$ cat config.mk
export PLATFORM = sky130hd
export DESIGN_NAME = text_console_char_writer
export DESIGN_NICKNAME = d
export VERILOG_FILES = /design/src/design/tcw_pkg.sv /design/src/design/text_console_char_writer.sv
export SDC_FILE = /design/constraint.sdc
export NUM_CORES = 1
export LEC_CHECK = 0
export BUFFER_PORTS_ARGS = -buffer_cell sky130_fd_sc_hd__clkbuf_2
export CAP_MARGIN = 30
export CORE_MARGIN = 2
export CORE_UTILIZATION = 42
export CTS_BUF_LIST = sky130_fd_sc_hd__clkbuf_4
export DETAILED_ROUTE_END_ITERATION = 10
export PLACE_DENSITY_LB_ADDON = 0.25
export SETUP_SLACK_MARGIN = 0.15
export SYNTH_ARGS = -nofsm -noshare
export SYNTH_HDL_FRONTEND = slang
export SYNTH_SLANG_ARGS = --single-unit
$ cat constraint.sdc
create_clock -name aclk -period 12.7 [get_ports aclk]
set_clock_uncertainty 0.15 [all_clocks]
set_input_delay 1.27 -clock aclk [delete_from_list [all_inputs] [get_ports aclk]]
set_output_delay 1.27 -clock aclk [all_outputs]
set_load 0.005 [all_outputs]
$ cat src/design/tcw_pkg.sv
package tcw_pkg;

    // terminal bank geometry
    localparam int TERMINALS = 4;
    localparam int COLUMNS   = 80;
    localparam int ROWS      = 25;
    localparam int CELLS     = COLUMNS * ROWS;
    localparam int MEM_DEPTH = TERMINALS * CELLS;

    // field and index widths
    localparam int TERM_W = 2;
    localparam int CHAR_W = 8;
    localparam int ATTR_W = 8;
    localparam int CELL_W = 16;
    localparam int COL_W  = $clog2(COLUMNS);
    localparam int ROW_W  = $clog2(ROWS);
    localparam int POS_W  = 11;
    localparam int MEM_AW = $clog2(MEM_DEPTH);
    localparam int IDX_W  = $clog2(MEM_DEPTH + 1);

    // stream and config port widths
    localparam int S_DATA_W = 8;
    localparam int M_DATA_W = 40;
    localparam int M_USER_W = 3;
    localparam int CFG_IW   = 3;

    // config register indexes
    localparam logic [CFG_IW-1:0] CFG_ATTR_TERM0 = 3'd0;
    localparam logic [CFG_IW-1:0] CFG_ATTR_TERM1 = 3'd1;
    localparam logic [CFG_IW-1:0] CFG_ATTR_TERM2 = 3'd2;
    localparam logic [CFG_IW-1:0] CFG_ATTR_TERM3 = 3'd3;
    localparam logic [CFG_IW-1:0] CFG_SHOWN_TERM = 3'd4;

    // control characters
    localparam logic [CHAR_W-1:0] CH_NEWLINE   = 8'd10;
    localparam logic [CHAR_W-1:0] CH_RETURN    = 8'd13;
    localparam logic [CHAR_W-1:0] CH_TAB       = 8'd9;
    localparam logic [CHAR_W-1:0] CH_BACKSPACE = 8'd8;
    localparam logic [CHAR_W-1:0] CH_SPACE     = 8'd32;

    // tab stops every four columns
    localparam logic [COL_W:0] TAB_STEP = (COL_W + 1)'(4);
    localparam logic [COL_W:0] TAB_MASK = ~((COL_W + 1)'(3));

    // blank grey-on-black cell
    localparam logic [CELL_W-1:0] BLANK_RESET = 16'h0720;
    localparam logic [ATTR_W-1:0] ATTR_RESET  = 8'd7;

endpackage

$ cat src/design/text_console_char_writer.sv
// Character writer for a bank of text-mode virtual terminals.
// Input stream: s_tdata carries one character byte, s_tuser the terminal index.
// Each transaction gives one result on the m_ stream: the cell written (if any),
// the new cursor position, a scroll flag and whether the terminal is on display.
// Configuration writes (cfg_we/cfg_index/cfg_data) set per-terminal color
// attributes and the shown terminal; they are taken on any cycle.
// Timing: an item is accepted in the idle state, passes through the MOVE and
// WRITE states, and its result is loaded into the output register at the end
// of WRITE; the next item is accepted back in idle once the output register is
// free or being drained. Both cursor positions go through one shared
// row*COLUMNS+column unit, used twice per item. A scroll walks the terminal's
// cell store through the single memory port pair, one cell copy per cycle,
// before the next item is taken; the result itself is already presented meanwhile.
// Reset: aresetn is synchronous active low; afterwards a clearing pass writes
// the blank cell to all TERMINALS*CELLS (8000) entries, one per cycle, and
// s_tready stays low until it is done.
// A stalled receiver holds the result in the output register; a new item is
// accepted only once that register is free or being drained.
module text_console_char_writer (
    input  logic                              aclk,
    input  logic                              aresetn,
    // input stream
    input  logic                              s_tvalid,
    output logic                              s_tready,
    input  logic [tcw_pkg::S_DATA_W-1:0]      s_tdata,   // [7:0] char_code
    input  logic [tcw_pkg::TERM_W-1:0]        s_tuser,   // [1:0] terminal
    // result stream
    output logic                              m_tvalid,
    input  logic                              m_tready,
    output logic [tcw_pkg::M_DATA_W-1:0]      m_tdata,   // [10:0] cell_address,
                                                         // [26:11] cell_value,
                                                         // [37:27] cursor_position,
                                                         // [39:38] zero
    output logic [tcw_pkg::M_USER_W-1:0]      m_tuser,   // [0] cell_written,
                                                         // [1] scrolled, [2] on_display
    // configuration
    input  logic                              cfg_we,
    input  logic [tcw_pkg::CFG_IW-1:0]        cfg_index,
    input  logic [tcw_pkg::ATTR_W-1:0]        cfg_data
);

    localparam logic [2:0] ST_CLEAR  = 3'd0;
    localparam logic [2:0] ST_IDLE   = 3'd1;
    localparam logic [2:0] ST_MOVE   = 3'd2;
    localparam logic [2:0] ST_WRITE  = 3'd3;
    localparam logic [2:0] ST_SCROLL = 3'd4;

    localparam int COL_W  = tcw_pkg::COL_W;
    localparam int ROW_W  = tcw_pkg::ROW_W;
    localparam int POS_W  = tcw_pkg::POS_W;
    localparam int MEM_AW = tcw_pkg::MEM_AW;
    localparam int IDX_W  = tcw_pkg::IDX_W;

    localparam logic [COL_W:0]   COLS_LIM   = (COL_W + 1)'(tcw_pkg::COLUMNS);
    localparam logic [ROW_W:0]   ROWS_LIM   = (ROW_W + 1)'(tcw_pkg::ROWS);
    localparam logic [ROW_W-1:0] LAST_ROW   = ROW_W'(tcw_pkg::ROWS - 1);
    localparam logic [IDX_W-1:0] COPY_LEN   = IDX_W'(tcw_pkg::CELLS - tcw_pkg::COLUMNS);
    localparam logic [IDX_W-1:0] SCROLL_END = IDX_W'(tcw_pkg::CELLS);
    localparam logic [IDX_W-1:0] CLEAR_END  = IDX_W'(tcw_pkg::MEM_DEPTH - 1);

    // control state
    logic [2:0]                    state_reg, state_next;
    logic [IDX_W-1:0]              idx_reg, idx_next;

    // config registers
    logic [tcw_pkg::ATTR_W-1:0]    attr_reg [4];
    logic [tcw_pkg::TERM_W-1:0]    shown_reg;

    // per-terminal cursors
    logic [COL_W-1:0]              ccol_reg [tcw_pkg::TERMINALS];
    logic [ROW_W-1:0]              crow_reg [tcw_pkg::TERMINALS];

    // item being worked on
    logic [tcw_pkg::TERM_W-1:0]    term_reg;
    logic [tcw_pkg::CHAR_W-1:0]    char_reg;
    logic [tcw_pkg::ATTR_W-1:0]    iattr_reg;
    logic                          disp_reg;
    logic [COL_W-1:0]              ocol_reg, ncol_reg;
    logic [ROW_W-1:0]              orow_reg, nrow_reg;
    logic                          wr_reg, scroll_reg;
    logic [POS_W-1:0]              off_reg;
    logic [MEM_AW-1:0]             base_reg;

    // output register
    logic                          m_tvalid_reg;
    logic [tcw_pkg::M_DATA_W-1:0]  m_tdata_reg;
    logic [tcw_pkg::M_USER_W-1:0]  m_tuser_reg;

    // cell store
    logic [tcw_pkg::CELL_W-1:0]    cell_mem [tcw_pkg::MEM_DEPTH];
    logic [tcw_pkg::CELL_W-1:0]    rd_data_reg;
    logic [MEM_AW-1:0]             mem_raddr, mem_waddr;
    logic [tcw_pkg::CELL_W-1:0]    mem_wdata;
    logic                          mem_we;

    // shared position unit
    logic [ROW_W-1:0]              mul_row;
    logic [COL_W-1:0]              mul_col;
    logic [POS_W-1:0]              lin_pos;

    // cursor move logic
    logic [COL_W:0]                mv_col;
    logic [ROW_W:0]                mv_row;
    logic                          mv_wr, mv_scroll;
    logic [COL_W-1:0]              mv_col_fin;
    logic [ROW_W-1:0]              mv_row_fin;

    logic                          s_acc, term_ok;
    logic [tcw_pkg::CELL_W-1:0]    cell_val, blank_val;

    assign s_tready = (state_reg == ST_IDLE) && (!m_tvalid_reg || m_tready);
    assign s_acc    = s_tvalid && s_tready;
    assign term_ok  = ({1'b0, s_tuser} < (tcw_pkg::TERM_W + 1)'(tcw_pkg::TERMINALS));
    assign m_tvalid = m_tvalid_reg;
    assign m_tdata  = m_tdata_reg;
    assign m_tuser  = m_tuser_reg;

    assign cell_val  = {iattr_reg, char_reg};
    assign blank_val = {iattr_reg, tcw_pkg::CH_SPACE};

    // row*COLUMNS+column, old cursor in MOVE and new cursor in WRITE
    always_comb begin
        if (state_reg == ST_MOVE) begin
            mul_row = orow_reg;
            mul_col = ocol_reg;
        end else begin
            mul_row = nrow_reg;
            mul_col = ncol_reg;
        end
        lin_pos = POS_W'(POS_W'(mul_row) * POS_W'(tcw_pkg::COLUMNS)) + POS_W'(mul_col);
    end

    // cursor movement for the current character
    always_comb begin
        mv_col = {1'b0, ocol_reg};
        mv_row = {1'b0, orow_reg};
        mv_wr  = 1'b0;
        case (char_reg)
            tcw_pkg::CH_NEWLINE: begin
                mv_col = '0;
                mv_row = mv_row + 1'b1;
            end
            tcw_pkg::CH_RETURN: begin
                mv_col = '0;
            end
            tcw_pkg::CH_TAB: begin
                mv_col = (mv_col + tcw_pkg::TAB_STEP) & tcw_pkg::TAB_MASK;
            end
            tcw_pkg::CH_BACKSPACE: begin
                if (mv_col != '0) mv_col = mv_col - 1'b1;
            end
            default: begin
                mv_wr  = 1'b1;
                mv_col = mv_col + 1'b1;
            end
        endcase
        // column overflow wraps to the next row
        if (mv_col >= COLS_LIM) begin
            mv_col = '0;
            mv_row = mv_row + 1'b1;
        end
        // row overflow scrolls and pins to the last row
        mv_scroll = (mv_row >= ROWS_LIM);
        mv_col_fin = mv_col[COL_W-1:0];
        mv_row_fin = mv_scroll ? LAST_ROW : mv_row[ROW_W-1:0];
    end

    // sequencer
    always_comb begin
        state_next = state_reg;
        idx_next   = idx_reg;
        unique case (state_reg)
            ST_CLEAR: begin
                idx_next = idx_reg + 1'b1;
                if (idx_reg == CLEAR_END) begin
                    state_next = ST_IDLE;
                    idx_next   = '0;
                end
            end
            ST_IDLE: begin
                if (s_acc && term_ok) state_next = ST_MOVE;
            end
            ST_MOVE: begin
                state_next = ST_WRITE;
            end
            ST_WRITE: begin
                idx_next   = '0;
                state_next = scroll_reg ? ST_SCROLL : ST_IDLE;
            end
            ST_SCROLL: begin
                idx_next = idx_reg + 1'b1;
                if (idx_reg == SCROLL_END) begin
                    state_next = ST_IDLE;
                    idx_next   = '0;
                end
            end
            default: begin
                state_next = ST_IDLE;
            end
        endcase
    end

    // memory port control
    always_comb begin
        mem_raddr = base_reg + MEM_AW'(idx_reg) + MEM_AW'(tcw_pkg::COLUMNS);
        mem_waddr = base_reg + MEM_AW'(off_reg);
        mem_wdata = cell_val;
        mem_we    = 1'b0;
        case (state_reg)
            ST_CLEAR: begin
                mem_waddr = MEM_AW'(idx_reg);
                mem_wdata = tcw_pkg::BLANK_RESET;
                mem_we    = 1'b1;
            end
            ST_WRITE: begin
                mem_we = wr_reg;
            end
            ST_SCROLL: begin
                // the write of each cell follows its read in the next cycle, using the registered read data
                mem_waddr = base_reg + MEM_AW'(idx_reg - 1'b1);
                mem_wdata = ((idx_reg - 1'b1) < COPY_LEN) ? rd_data_reg : blank_val;
                mem_we    = (idx_reg != '0);
            end
            default: begin
                mem_we = 1'b0;
            end
        endcase
    end

    // cell store ports
    always_ff @(posedge aclk) begin
        if (mem_we) cell_mem[mem_waddr] <= mem_wdata;
        rd_data_reg <= cell_mem[mem_raddr];
    end

    // control registers
    always_ff @(posedge aclk) begin
        if (!aresetn) begin
            state_reg    <= ST_CLEAR;
            idx_reg      <= '0;
            m_tvalid_reg <= 1'b0;
            shown_reg    <= '0;
            for (int i = 0; i < 4; i++) attr_reg[i] <= tcw_pkg::ATTR_RESET;
            for (int t = 0; t < tcw_pkg::TERMINALS; t++) begin
                ccol_reg[t] <= '0;
                crow_reg[t] <= '0;
            end
        end else begin
            state_reg <= state_next;
            idx_reg   <= idx_next;
            // config writes
            if (cfg_we) begin
                case (cfg_index)
                    tcw_pkg::CFG_ATTR_TERM0: attr_reg[0] <= cfg_data;
                    tcw_pkg::CFG_ATTR_TERM1: attr_reg[1] <= cfg_data;
                    tcw_pkg::CFG_ATTR_TERM2: attr_reg[2] <= cfg_data;
                    tcw_pkg::CFG_ATTR_TERM3: attr_reg[3] <= cfg_data;
                    tcw_pkg::CFG_SHOWN_TERM: shown_reg <= cfg_data[tcw_pkg::TERM_W-1:0];
                    default: ;
                endcase
            end
            // cursor update
            if (state_reg == ST_MOVE) begin
                ccol_reg[term_reg] <= mv_col_fin;
                crow_reg[term_reg] <= mv_row_fin;
            end
            // output transaction handshake
            if (state_reg == ST_WRITE) m_tvalid_reg <= 1'b1;
            else if (m_tready)         m_tvalid_reg <= 1'b0;
        end
    end

    // item payload
    always_ff @(posedge aclk) begin
        if (s_acc) begin
            term_reg  <= s_tuser;
            char_reg  <= s_tdata;
            iattr_reg <= attr_reg[s_tuser];
            disp_reg  <= (s_tuser == shown_reg);
            ocol_reg  <= ccol_reg[s_tuser];
            orow_reg  <= crow_reg[s_tuser];
        end
        if (state_reg == ST_MOVE) begin
            ncol_reg   <= mv_col_fin;
            nrow_reg   <= mv_row_fin;
            wr_reg     <= mv_wr;
            scroll_reg <= mv_scroll;
            off_reg    <= lin_pos;
            base_reg   <= MEM_AW'(MEM_AW'(term_reg) * MEM_AW'(tcw_pkg::CELLS));
        end
        if (state_reg == ST_WRITE) begin
            m_tdata_reg <= {2'b00, lin_pos,
                            wr_reg ? cell_val : '0,
                            wr_reg ? off_reg : '0};
            m_tuser_reg <= {disp_reg, scroll_reg, wr_reg};
        end
    end

    // no intake during the clearing pass
    a_clear_blocks: assert property (@(posedge aclk) disable iff (!aresetn)
        (state_reg == ST_CLEAR) |-> !s_tready)
        else $error("input taken during clearing pass");

    // the output register is always free when a result is loaded
    a_out_free: assert property (@(posedge aclk) disable iff (!aresetn)
        (state_reg == ST_WRITE) |-> !m_tvalid_reg)
        else $error("result overwrites a pending transaction");

    // a scroll always leaves the cursor on the last row
    a_scroll_row: assert property (@(posedge aclk) disable iff (!aresetn)
        (state_reg == ST_WRITE && scroll_reg) |-> (nrow_reg == LAST_ROW))
        else $error("scroll without cursor on last row");

    // the stored cursor column stays inside the row
    a_col_range: assert property (@(posedge aclk) disable iff (!aresetn)
        (state_reg == ST_WRITE) |-> ({1'b0, ncol_reg} < COLS_LIM))
        else $error("cursor column out of range");

    // the scroll walk's writes stay within one terminal store
    a_scroll_len: assert property (@(posedge aclk) disable iff (!aresetn)
        (state_reg == ST_SCROLL) |-> (idx_reg <= SCROLL_END))
        else $error("scroll walk overran the store");

endmodule
==> results of run 1 <==
logic make-up after synthesis:
logic type / count (synthesis) / synth area share [%]
AOI/OAI and AO/OA: 76 / 6.16
other: 1 / 0.0410
muxes: 44 / 7.76
DFF: 196 / 62.3
buffers and inverters: 59 / 2.61
xor gates and xnor gates: 32 / 3.07
and+or+nand+nor: 264 / 15.3
adders and majority gates: 19 / 2.76
synth_stat cells, types with 4 or more instances:
master / number
nand3b_1: 5
inv_1: 29
nor3b_1: 4
nor3_1: 12
and2_1: 48
mux2i_1: 9
o22ai_1: 4
o21ai_0: 15
nor3b_2: 5
nand2_1: 39
buf_2: 5
clkbuf_1: 19
o31ai_1: 4
dfxtp_1: 19
mux2_2: 15
nor2_1: 76
mux4_2: 20
nor2_2: 4
nor2b_1: 8
and3_1: 9
a21o_1: 4
nand4_1: 7
xnor2_1: 17
a21oi_1: 12
xor2_1: 15
or3_1: 7
edfxtp_1: 177
nand2b_1: 15
nand3_1: 16
ha_1: 17
placed cells by master (no fill, tap or decap), drive strengths merged, types with 3 or more instances in the layout:
master | Yosys | routed
and2 | 48 | 48
edfxtp | 177 | 177
nand3b | 5 | 5
nor2b | 8 | 8
xor2 | 15 | 15
o21ai | 19 | 19
a32oi | 3 | 3
bufinv | 0 | 3
clkbuf | 19 | 86
a21boi | 4 | 4
ha | 17 | 17
xnor2 | 17 | 17
mux2i | 9 | 9
and3 | 10 | 10
o31ai | 4 | 4
a21o | 6 | 6
nand3 | 16 | 16
nor3 | 14 | 14
mux4 | 20 | 20
buf | 11 | 11
nand4 | 7 | 7
nor4b | 3 | 3
o22ai | 4 | 4
or3 | 8 | 8
dfxtp | 19 | 19
mux2 | 15 | 15
nand2b | 15 | 15
inv | 29 | 32
nor3b | 9 | 9
a22oi | 3 | 3
a21bo | 3 | 3
a21oi | 13 | 13
nand2 | 39 | 39
nor2 | 80 | 80
clkinv | 0 | 6
final cells by class:
type | count | area, sq um
clock buffer | 18 | 135
multi-input combinational | 437 | 3220
fill | 1884 | 11100
clock inverter | 14 | 175
timing repair buffer | 79 | 418
tap | 275 | 344
antenna | 1 | 2.50
sequential | 196 | 5700
inverter | 29 | 109
metal layers:
metal  track usage, %  wire length, um
met2             26.9             8810
met5                0                0
met4             5.14              227
met1             21.6             7900
met3             3.32              976
worst max-delay path, delay by kind of cell, from the launching register on:
kind	cells	cell delay [ns]
AO/OA/AOI/OAI	6	1.07
adder cells (fa/ha/maj)	1	0.28
flip-flops	1	0.67
AND/OR/NAND/NOR	6	1.21
power breakdown:
| part | switching [mW] | leakage (nW) | internal, mW |
|---|---|---|---|
| sequential | 0.00446 | 1.84 | 0.712 |
| combinational | 0.0202 | 1.61 | 0.0175 |
| clock | 0.213 | 0.161 | 0.141 |
| total | 0.237 | 3.61 | 0.871 |
worst paths after layout:
kind / from / endpoint / slack (ns)
setup / recovery: char_reg[0] / nrow_reg[1] / 9.04
hold / removal: disp_reg / m_tuser[2] / 0.29
setup reg to reg: char_reg[0] / nrow_reg[1] / 9.04
hold reg to reg: disp_reg / m_tuser[2] / 0.29
==> metrics.txt, run 1 <==
status=completed; Core Util, Final=47.6%; crit-path cells=nor3b_2, and3_1, nand2_1, nand2_1, ha_1, nand3_1, a41oi_1, a31o_2, o211ai_1, o31ai_1, a32oi_2, o21ai_2, nor2b_1; slowest stage delay, CP=0.67 ns; CTS resizes=0; GR Overflow Total=0; std cell rows=53; Worst-Skew Late Latency=0.58 ns; Slew headroom=36.2%; crit end category=flip-flop; Slew Viols, Final=0; RSZ-0062 raised after global routing=false; drt wl/cell=17.1 um; vias=5578; Max Root-Sink Buffers=2; Remaining DRCs=0; vias per cell=5.32; Seq cells post-synth=196; worst slack, placed=9.03 ns; Syn Inst Count=691; Avg Inst Size Synth=13.2 sq um; number of global-route vias before repair=5496; Tightest Hold Check Type=reg2reg; Synth area leaders=edfxtp_1, mux4_2, dfxtp_1, and2_1, nor2_1; non-filler cells, final=1049; CP Class=reg2reg; port bufs=68; Largest register FFs=38; Post-synth EDFFs=177; required time worst endpoint=12.86 ns; Yosys top cell area share=58.1%; Slowest-stage cell, CP=edfxtp_1; I/O Pins=71; DRT antenna net count=0; DPL Wire Length=12400 um; final hold violations=0; Post-synth ARST share=0%; htree depth=4; total CTS buffers=17; initial antenna violation count=1; hold buffers post-CTS=0; clock root buffer=clkbuf_4; Die Span X=152 um; Die Area=0.0230 sq mm; Worst Reg2Reg Path Length in Cells=13; synth warn=0; Clock transition at path regs=0.17 ns; Worst Tran Pin Value=0.947 ns; Worst path most repeated cell=nand2_1; hold path cells=0; Post-DP Area=0.00979 sq mm; Area Overhead vs Synth=10.5%; first-pass GRT wire length=28400 um; largest net degree at the start of global routing=41; min Tclk post-route=3.66 ns; GR Util All Layers=16.2%; Core Area=0.0212 sq mm; Setup Fix Bufs, Post-CTS=0; DRT iter0 DRCs=396; power consumption=1.11 mW; Finished Cell Area=0.0101 sq mm; fin nets=805; critical path arrival=3.82 ns; Max-cap violations=0; area leader, netlist=edfxtp_1; Seq/Total Area, Yosys=62.3%; Distinct cells, synth=67; Die H=152 um; worst vdd ir=0.0517 mV; maximum fanout along the worst path=16; standby leakage power=3.61 nW; startpoint types=flip-flop; clk sink count=196; WL final=17900 um; PD cells=110 mW/mm^2; Placer Congestion=0.826; # setup viols final=0; PnR worst setup slack=9.04 ns; Final period util=28.8%; Max Clk Rate=273 MHz; synthesized cell area=0.00914 sq mm; CTS tree=yes; Placed Cells=1016; Final TNS setup=0 ns; Most used DFF post-synth=edfxtp_1; share of layout cells above drive strength 1=22.4%; Initial Util=43.1%; first drt pass iteration count=5; worst hold margin=0.293 ns
(Power assumes the default switching activity.)
==> run 2: changes to the inputs <==
--- a/config.mk
+++ b/config.mk
@@ -5,6 +5,7 @@
 export SDC_FILE = /design/constraint.sdc
 export NUM_CORES = 1
 export LEC_CHECK = 0
+export ABC_AREA = 1
 export BUFFER_PORTS_ARGS = -buffer_cell sky130_fd_sc_hd__clkbuf_2
 export CAP_MARGIN = 30
 export CORE_MARGIN = 2
==> constraint.sdc (replaced) <==
create_clock -name aclk -period 3.05 [get_ports aclk]
set_clock_uncertainty 0.15 [all_clocks]
set_input_delay 0.305 -clock aclk [delete_from_list [all_inputs] [get_ports aclk]]
set_output_delay 0.305 -clock aclk [all_outputs]
set_load 0.005 [all_outputs]
==> run 2 against run 1 <==
Fmax up 35%; sequential share of layout area down 2.8 points; final cell count up 24%; die area increased by 0.64%; count of clock-buffer cells in the layout is 1 lower; hold slack worse by 0.23 ns; total power grew to 4.2 times the previous value; largest cell class unchanged.
==> metrics.txt, run 2 <==
Avg Inst Size Synth=10.3 sq um; FF-to-FF End=crow_reg[2][0]; Slowest-stage cell, CP=edfxtp_1; share of layout cells above drive strength 1=18.4%; hold path endpoint=term_reg[1]; status=completed; sequential cell area=0.00570 sq mm; vias per cell=4.87; Final TNS setup=0 ns; standby leakage power=4.36 nW; CP Class=reg2reg; first-pass GRT wire length=30600 um; Hold Path Origin=s_tuser[1]; Seq cells post-synth=196; Slew Viols, Final=0; Area Overhead vs Synth=15.4%; htree depth=4; Most used DFF post-synth=edfxtp_1; clock root buffer=clkbuf_4; Worst-Skew Late Latency=0.60 ns; Worst Tran Pin Value=0.957 ns; most frequent cell after synthesis=edfxtp_1; CTS tree=yes; RSZ-0062 raised after global routing=false; I/O Pins=71; largest net degree at the start of global routing=44; crit-path cells=nor2_4, nand3_2, nor2_8, nand2_1, o21ai_1, inv_1, ha_1, xor2_1, inv_1, nand2_1, nand2_2, inv_1, nand3_2, nand3_4, nand3_4, nor2_1; Worst Reg2Reg Path Length in Cells=16; initial antenna violation count=1; total CTS buffers=17; vias=6325; most common cell after layout, fill and taps aside=edfxtp_1; Worst path most repeated cell=inv_1; final hold violations=0; min Tclk post-route=2.72 ns; Final period util=89.0%; Filler cells=1992; std cell rows=54; commonest cells after routing, fill and taps aside=edfxtp_1, nand2_1, nor2_1; Post-synth EDFFs=177; GR Overflow Total=0; maximum fanout along the worst path=5; Distinct cells, synth=51; Commonest cells post-synth=edfxtp_1, nand2_1, nor2_1; PnR worst setup slack=0.334 ns; drt wl/cell=14.2 um; GR Util All Layers=16.3%; WL final=18400 um; DRT antenna net count=0; DRT iter0 DRCs=422; first drt pass iteration count=4; Max Clk Rate=368 MHz; Yosys top cell area share=57.8%; Placer Congestion=0.900; Core Area=0.0217 sq mm; worst slack, placed=0.286 ns; # setup viols final=0; Die H=152 um; worst hold margin=0.0661 ns; Max-cap violations=0; Syn Inst Count=895; Reg-to-Reg Start=char_reg[2]; number of global-route vias before repair=6125; area leader, netlist=edfxtp_1; required time worst endpoint=3.23 ns; Reg2Reg Setup Slack=0.33 ns; Multi-input gate area=0.00292 sq mm; clk sink count=196; Initial Util=42.4%; startpoint types=flip-flop; Slew headroom=36.2%; Remaining DRCs=0; DPL Wire Length=12600 um; port bufs=68; Die Area=0.0231 sq mm; critical path arrival=2.90 ns; Post-synth ARST share=0%; fin nets=1050; Largest register FFs=38; Seq/Total Area, Yosys=61.9%; Tightest Hold Check Type=in2reg; synthesized cell area=0.00920 sq mm; Die Span X=152 um; Synth area leaders=edfxtp_1, nand2_1, nor2_1, inv_1, dfxtp_1; synth warn=0; Max Root-Sink Buffers=2; slowest stage delay, CP=0.51 ns; hold path cells=2; crit end category=flip-flop; worst vdd ir=0.228 mV; Clock transition at path regs=0.20 ns; PD cells=441 mW/mm^2
run 2: changes by cell type in the layout (fill, tap and decap cells not counted), sizes merged, moves of 12 or more:
cell | previous run | this run
o21ai | 19 | 62
buf | 11 | 24
mux2 | 15 | 0
inv | 32 | 134
nand2 | 39 | 162
nand2b | 15 | 0
dlygate4sd3 | 0 | 27
nor2 | 80 | 162
nand3 | 16 | 37
and2 | 48 | 0
mux4 | 20 | 0
o22ai | 4 | 20
xnor2 | 17 | 5
run 2: kinds of logic (layout without fill, tap and decap cells):
kind of cell / count (synthesis) / in the layout / share of synthesized area [%]
compound gates: 107 / 107 / 6.69
xor+xnor: 23 / 23 / 2.19
fa+ha+maj: 19 / 19 / 2.75
buf+inv: 157 / 279 / 6.78
flops: 196 / 196 / 61.9
other cells: 1 / 3 / 0.0407
simple gates: 392 / 392 / 19.7
run 2: worst max-delay path: cells and delay by family (launching register included):
family                     cells  cell delay [ns]
xor gates and xnor gates       1             0.16
adders and majority gates      1             0.23
DFF                            1             0.51
AOI/OAI and AO/OA              1             0.16
and+or+nand+nor               10             1.05
buffers and inverters          3             0.21
run 2: metal layers:
| layer | wire, um | share of wire (%) | global-route usage [%] | vias up |
|---|---|---|---|---|
| li1 | - | - | - | 3196 |
| met4 | 165 | 0.90 | 4.09 | 0 |
| met1 | 8310 | 45 | 21.8 | 2960 |
| met2 | 9180 | 50 | 28.0 | 156 |
| met5 | 0 | 0 | 0 | - |
| met3 | 730 | 4.0 | 2.68 | 13 |
run 2: worst max-delay path by stage:
stage	startpoint	to	slack (ns)	depth (start not counted)
floorplan	state_reg[1]	m_tdata[37]	-0.31	14
global placement	ocol_reg[2]	crow_reg[2][2]	0.36	18
detailed placement	state_reg[1]	m_tdata[37]	0.29	12
CTS	state_reg[1]	off_reg[10]	0.25	12
global route	ocol_reg[2]	crow_reg[2][0]	0.12	18
finish	char_reg[2]	crow_reg[2][0]	0.33	16
run 2: power by group:
group | leakage (nW) | switching [mW] | internal [mW] | total (mW)
clock network | 0.179 | 1.08 | 0.435 | 1.52
registers | 1.84 | 0.0148 | 2.96 | 2.98
logic | 2.34 | 0.118 | 0.0698 | 0.188
total | 4.36 | 1.21 | 3.47 | 4.68
run 2: repair_timing:
| action | CTS | global route |
|---|---|---|
| endpoints found under the hold margin | 44 | 0 |
| gates resized for setup | 0 | 10 |
| setup buffers | 0 | 9 |
| endpoints found under the setup margin | 0 | 30 |
| hold buffers | 27 | 0 |
run 2: cell type report:
| type | count | area share [%] |
|---|---|---|
| antenna | 1 | 0.0236 |
| clock buffer | 17 | 1.20 |
| inverter | 128 | 4.62 |
| multi-input combinational | 543 | 27.5 |
| clock inverter | 15 | 2.09 |
| tap | 280 | 3.30 |
| sequential | 196 | 53.6 |
| timing repair buffer | 119 | 7.60 |
run 2: per-stage QoR:
stage / power [mW] / util (%) / instance area (sq um) / cells
CTS: 4.73 / 48.5 / 10500 / 1289
detailed placement: 3.20 / 45.7 / 9900 / 1230
finish: 4.68 / 49.0 / 10600 / 1299
global route: 4.86 / 49.0 / 10600 / 1299
floorplan: 3.14 / - / 9230 / 896
global placement: 3.20 / 45.7 / 9900 / 1230
==> run 3: changes to the inputs <==
--- a/config.mk
+++ b/config.mk
@@ -6,7 +6,7 @@
 export NUM_CORES = 1
 export LEC_CHECK = 0
 export ABC_AREA = 1
-export BUFFER_PORTS_ARGS = -buffer_cell sky130_fd_sc_hd__clkbuf_2
+export BUFFER_PORTS_ARGS = -buffer_cell sky130_fd_sc_hd__buf_4
 export CAP_MARGIN = 30
 export CORE_MARGIN = 2
 export CORE_UTILIZATION = 42
==> constraint.sdc (replaced) <==
create_clock -name aclk -period 2.9 [get_ports aclk]
set_clock_uncertainty 0.15 [all_clocks]
set_input_delay 0.29 -clock aclk [delete_from_list [all_inputs] [get_ports aclk]]
set_output_delay 0.29 -clock aclk [all_outputs]
set_load 0.005 [all_outputs]
==> run 3 against run 2 <==
Die area unchanged; sequential cell count unchanged; first-iteration DRC count up 23%; fmax up 1.6%; sequential share of layout area down 3.0 points; final cell count up 1.8%; global-route usage up 0.079 points; count of clock-buffer cells in the layout unchanged; combinational power up 12%; hold slack better by 0.072 ns; register-to-register slack worse by 0.11 ns; largest cell class unchanged; highest routed layer unchanged.
==> metrics.txt, run 3 (synthesized netlist as in run 2, its figures left out) <==
status=completed; worst hold margin=0.138 ns; Max-cap violations=0; Die Span X=152 um; internal power=3.60 mW; CP Class=reg2reg; Initial Util=42.4%; required time worst endpoint=3.08 ns; sw frac=24.6%; Tightest Hold Check Type=in2reg; critical path arrival=2.85 ns; worst vdd ir=0.203 mV; worst slack, placed=0.157 ns; Worst path most repeated cell=nand2_2; Reg2Reg Setup Slack=0.23 ns; Sw Pwr=1.18 mW; first-pass GRT wire length=30500 um; Slowest-stage cell, CP=edfxtp_1; Die H=152 um; std cell rows=54; fin nets=1074; share of layout cells above drive strength 1=25.8%; drt wl/cell=14.4 um; RSZ-0062 raised after global routing=true; Area Overhead vs Synth=22.3%; DRT antenna net count=0; hold path cells=2; Placer Congestion=0.886; startpoint types=flip-flop; htree depth=4; most common cell after layout, fill and taps aside=edfxtp_1; WL final=19100 um; first drt pass iteration count=5; Max Clk Rate=374 MHz; number of global-route vias before repair=6184; Max Root-Sink Buffers=2; GR Util All Layers=16.4%; min Tclk post-route=2.67 ns; Slew headroom=54.6%; DPL Wire Length=12900 um; Final period util=92.2%; # setup viols final=0; I/O Pins=71; Worst Tran Pin Value=0.680 ns; vias per cell=4.93; largest net degree at the start of global routing=44; Reg-to-Reg Start=ocol_reg[2]; Comb pwr share=4.4%; Worst-Skew Late Latency=0.58 ns; Final TNS setup=0 ns; total CTS buffers=17; Setup crit end=crow_reg[1][0]; clk sink count=196; Remaining DRCs=0; port bufs=68; DRT iter0 DRCs=519; Core Util, Final=51.9%; vias=6522; sequential share of power=65.6%; Worst Reg2Reg Path Length in Cells=18; FF-to-FF End=crow_reg[1][0]; Critical path origin=ocol_reg[2]; crit end category=flip-flop; standby leakage power=4.55 nW; Filler cells=1947; slowest stage delay, CP=0.58 ns; Clock transition at path regs=0.18 ns; Slew Viols, Final=0; CTS tree=yes; PD cells=424 mW/mm^2; Largest register FFs=38; initial antenna violation count=1; GR Overflow Total=0; crit-path cells=inv_2, buf_4, buf_6, nand3_4, o21ai_2, nand2_2, nor2_4, nor2_4, nand2_2, nand2_4, nand2_8, inv_8, nand2_2, nand2_2, inv_2, nand3_4, nand3_4, nor2_1; clock root buffer=clkbuf_4; Core Area=0.0217 sq mm; Die Area=0.0231 sq mm; power consumption=4.77 mW; clock group share of total power=30.0%; commonest cells after routing, fill and taps aside=edfxtp_1, nor2_1, nand2_1; maximum fanout along the worst path=8; PnR worst setup slack=0.226 ns; final hold violations=0
## run 3: layout make-up
| class | count | area [sq um] | area share (%) |
|---|---|---|---|
| inverters | 128 | 499 | 4.44 |
| clock inverters | 15 | 160 | 1.42 |
| multi-input cells | 544 | 3250 | 28.9 |
| diodes | 1 | 2.50 | 0.0222 |
| clock buffers | 17 | 128 | 1.13 |
| repair inverters | 1 | 7.51 | 0.0667 |
| flip-flops and latches | 196 | 5700 | 50.7 |
| well taps | 280 | 350 | 3.11 |
| repair buffers | 141 | 1160 | 10.3 |
## run 3: timing repair
action                                  in CTS  in global routing
resized for setup                            3                 92
hold buffers                                26                  0
endpoints found under the hold margin       45                  0
endpoints found under the setup margin      11                 37
gates cloned                                 0                  2
pin swaps                                    0                 33
setup buffers                                1                 28
## run 3: per-layer routing
| metal | GRT usage [%] | part of all wire, % | vias up |
|---|---|---|---|
| met3 | 3.22 | 3.7 | 29 |
| met2 | 27.7 | 50 | 147 |
| met4 | 5.34 | 1.7 | 0 |
| met5 | 0 | 0 | - |
| met1 | 21.4 | 45 | 3094 |
| li1 | - | - | 3252 |
## run 3: power by group through the flow
| stage | clock network (mW) | registers (mW) | logic, mW |
|---|---|---|---|
| final | 1.43 | 3.13 | 0.211 |
| after global routing | 1.59 | 3.14 | 0.235 |
| after CTS | 1.47 | 3.13 | 0.213 |
| after detailed placement | 0 | 3.20 | 0.187 |
| after global placement | 0 | 3.19 | 0.183 |
| after floorplan | 0 | 3.19 | 0.113 |
## run 3: how the worst min path moves through the flow
| stage | endpoint | start |
|---|---|---|
| global route | term_reg[0] | s_tuser[0] |
| global placement | m_tuser[2] | disp_reg |
| floorplan | char_reg[0] | s_tdata[0] |
| detailed placement | m_tuser[2] | disp_reg |
| finish | term_reg[0] | s_tuser[0] |
| CTS | term_reg[0] | s_tuser[0] |
## run 3: critical path: cells and delay by family (launching register included)
kind	cells	cell delay, ns
buffers and inverters	5	0.50
AOI/OAI and AO/OA	1	0.14
DFF	1	0.58
and+or+nand+nor	12	1.06
## run 3: per-stage QoR
stage	instances	cell area, sq um
after floorplan	896	9240
after global placement	1232	10100
after detailed placement	1232	10100
after CTS	1291	10700
after global routing	1323	11300
final	1323	11300
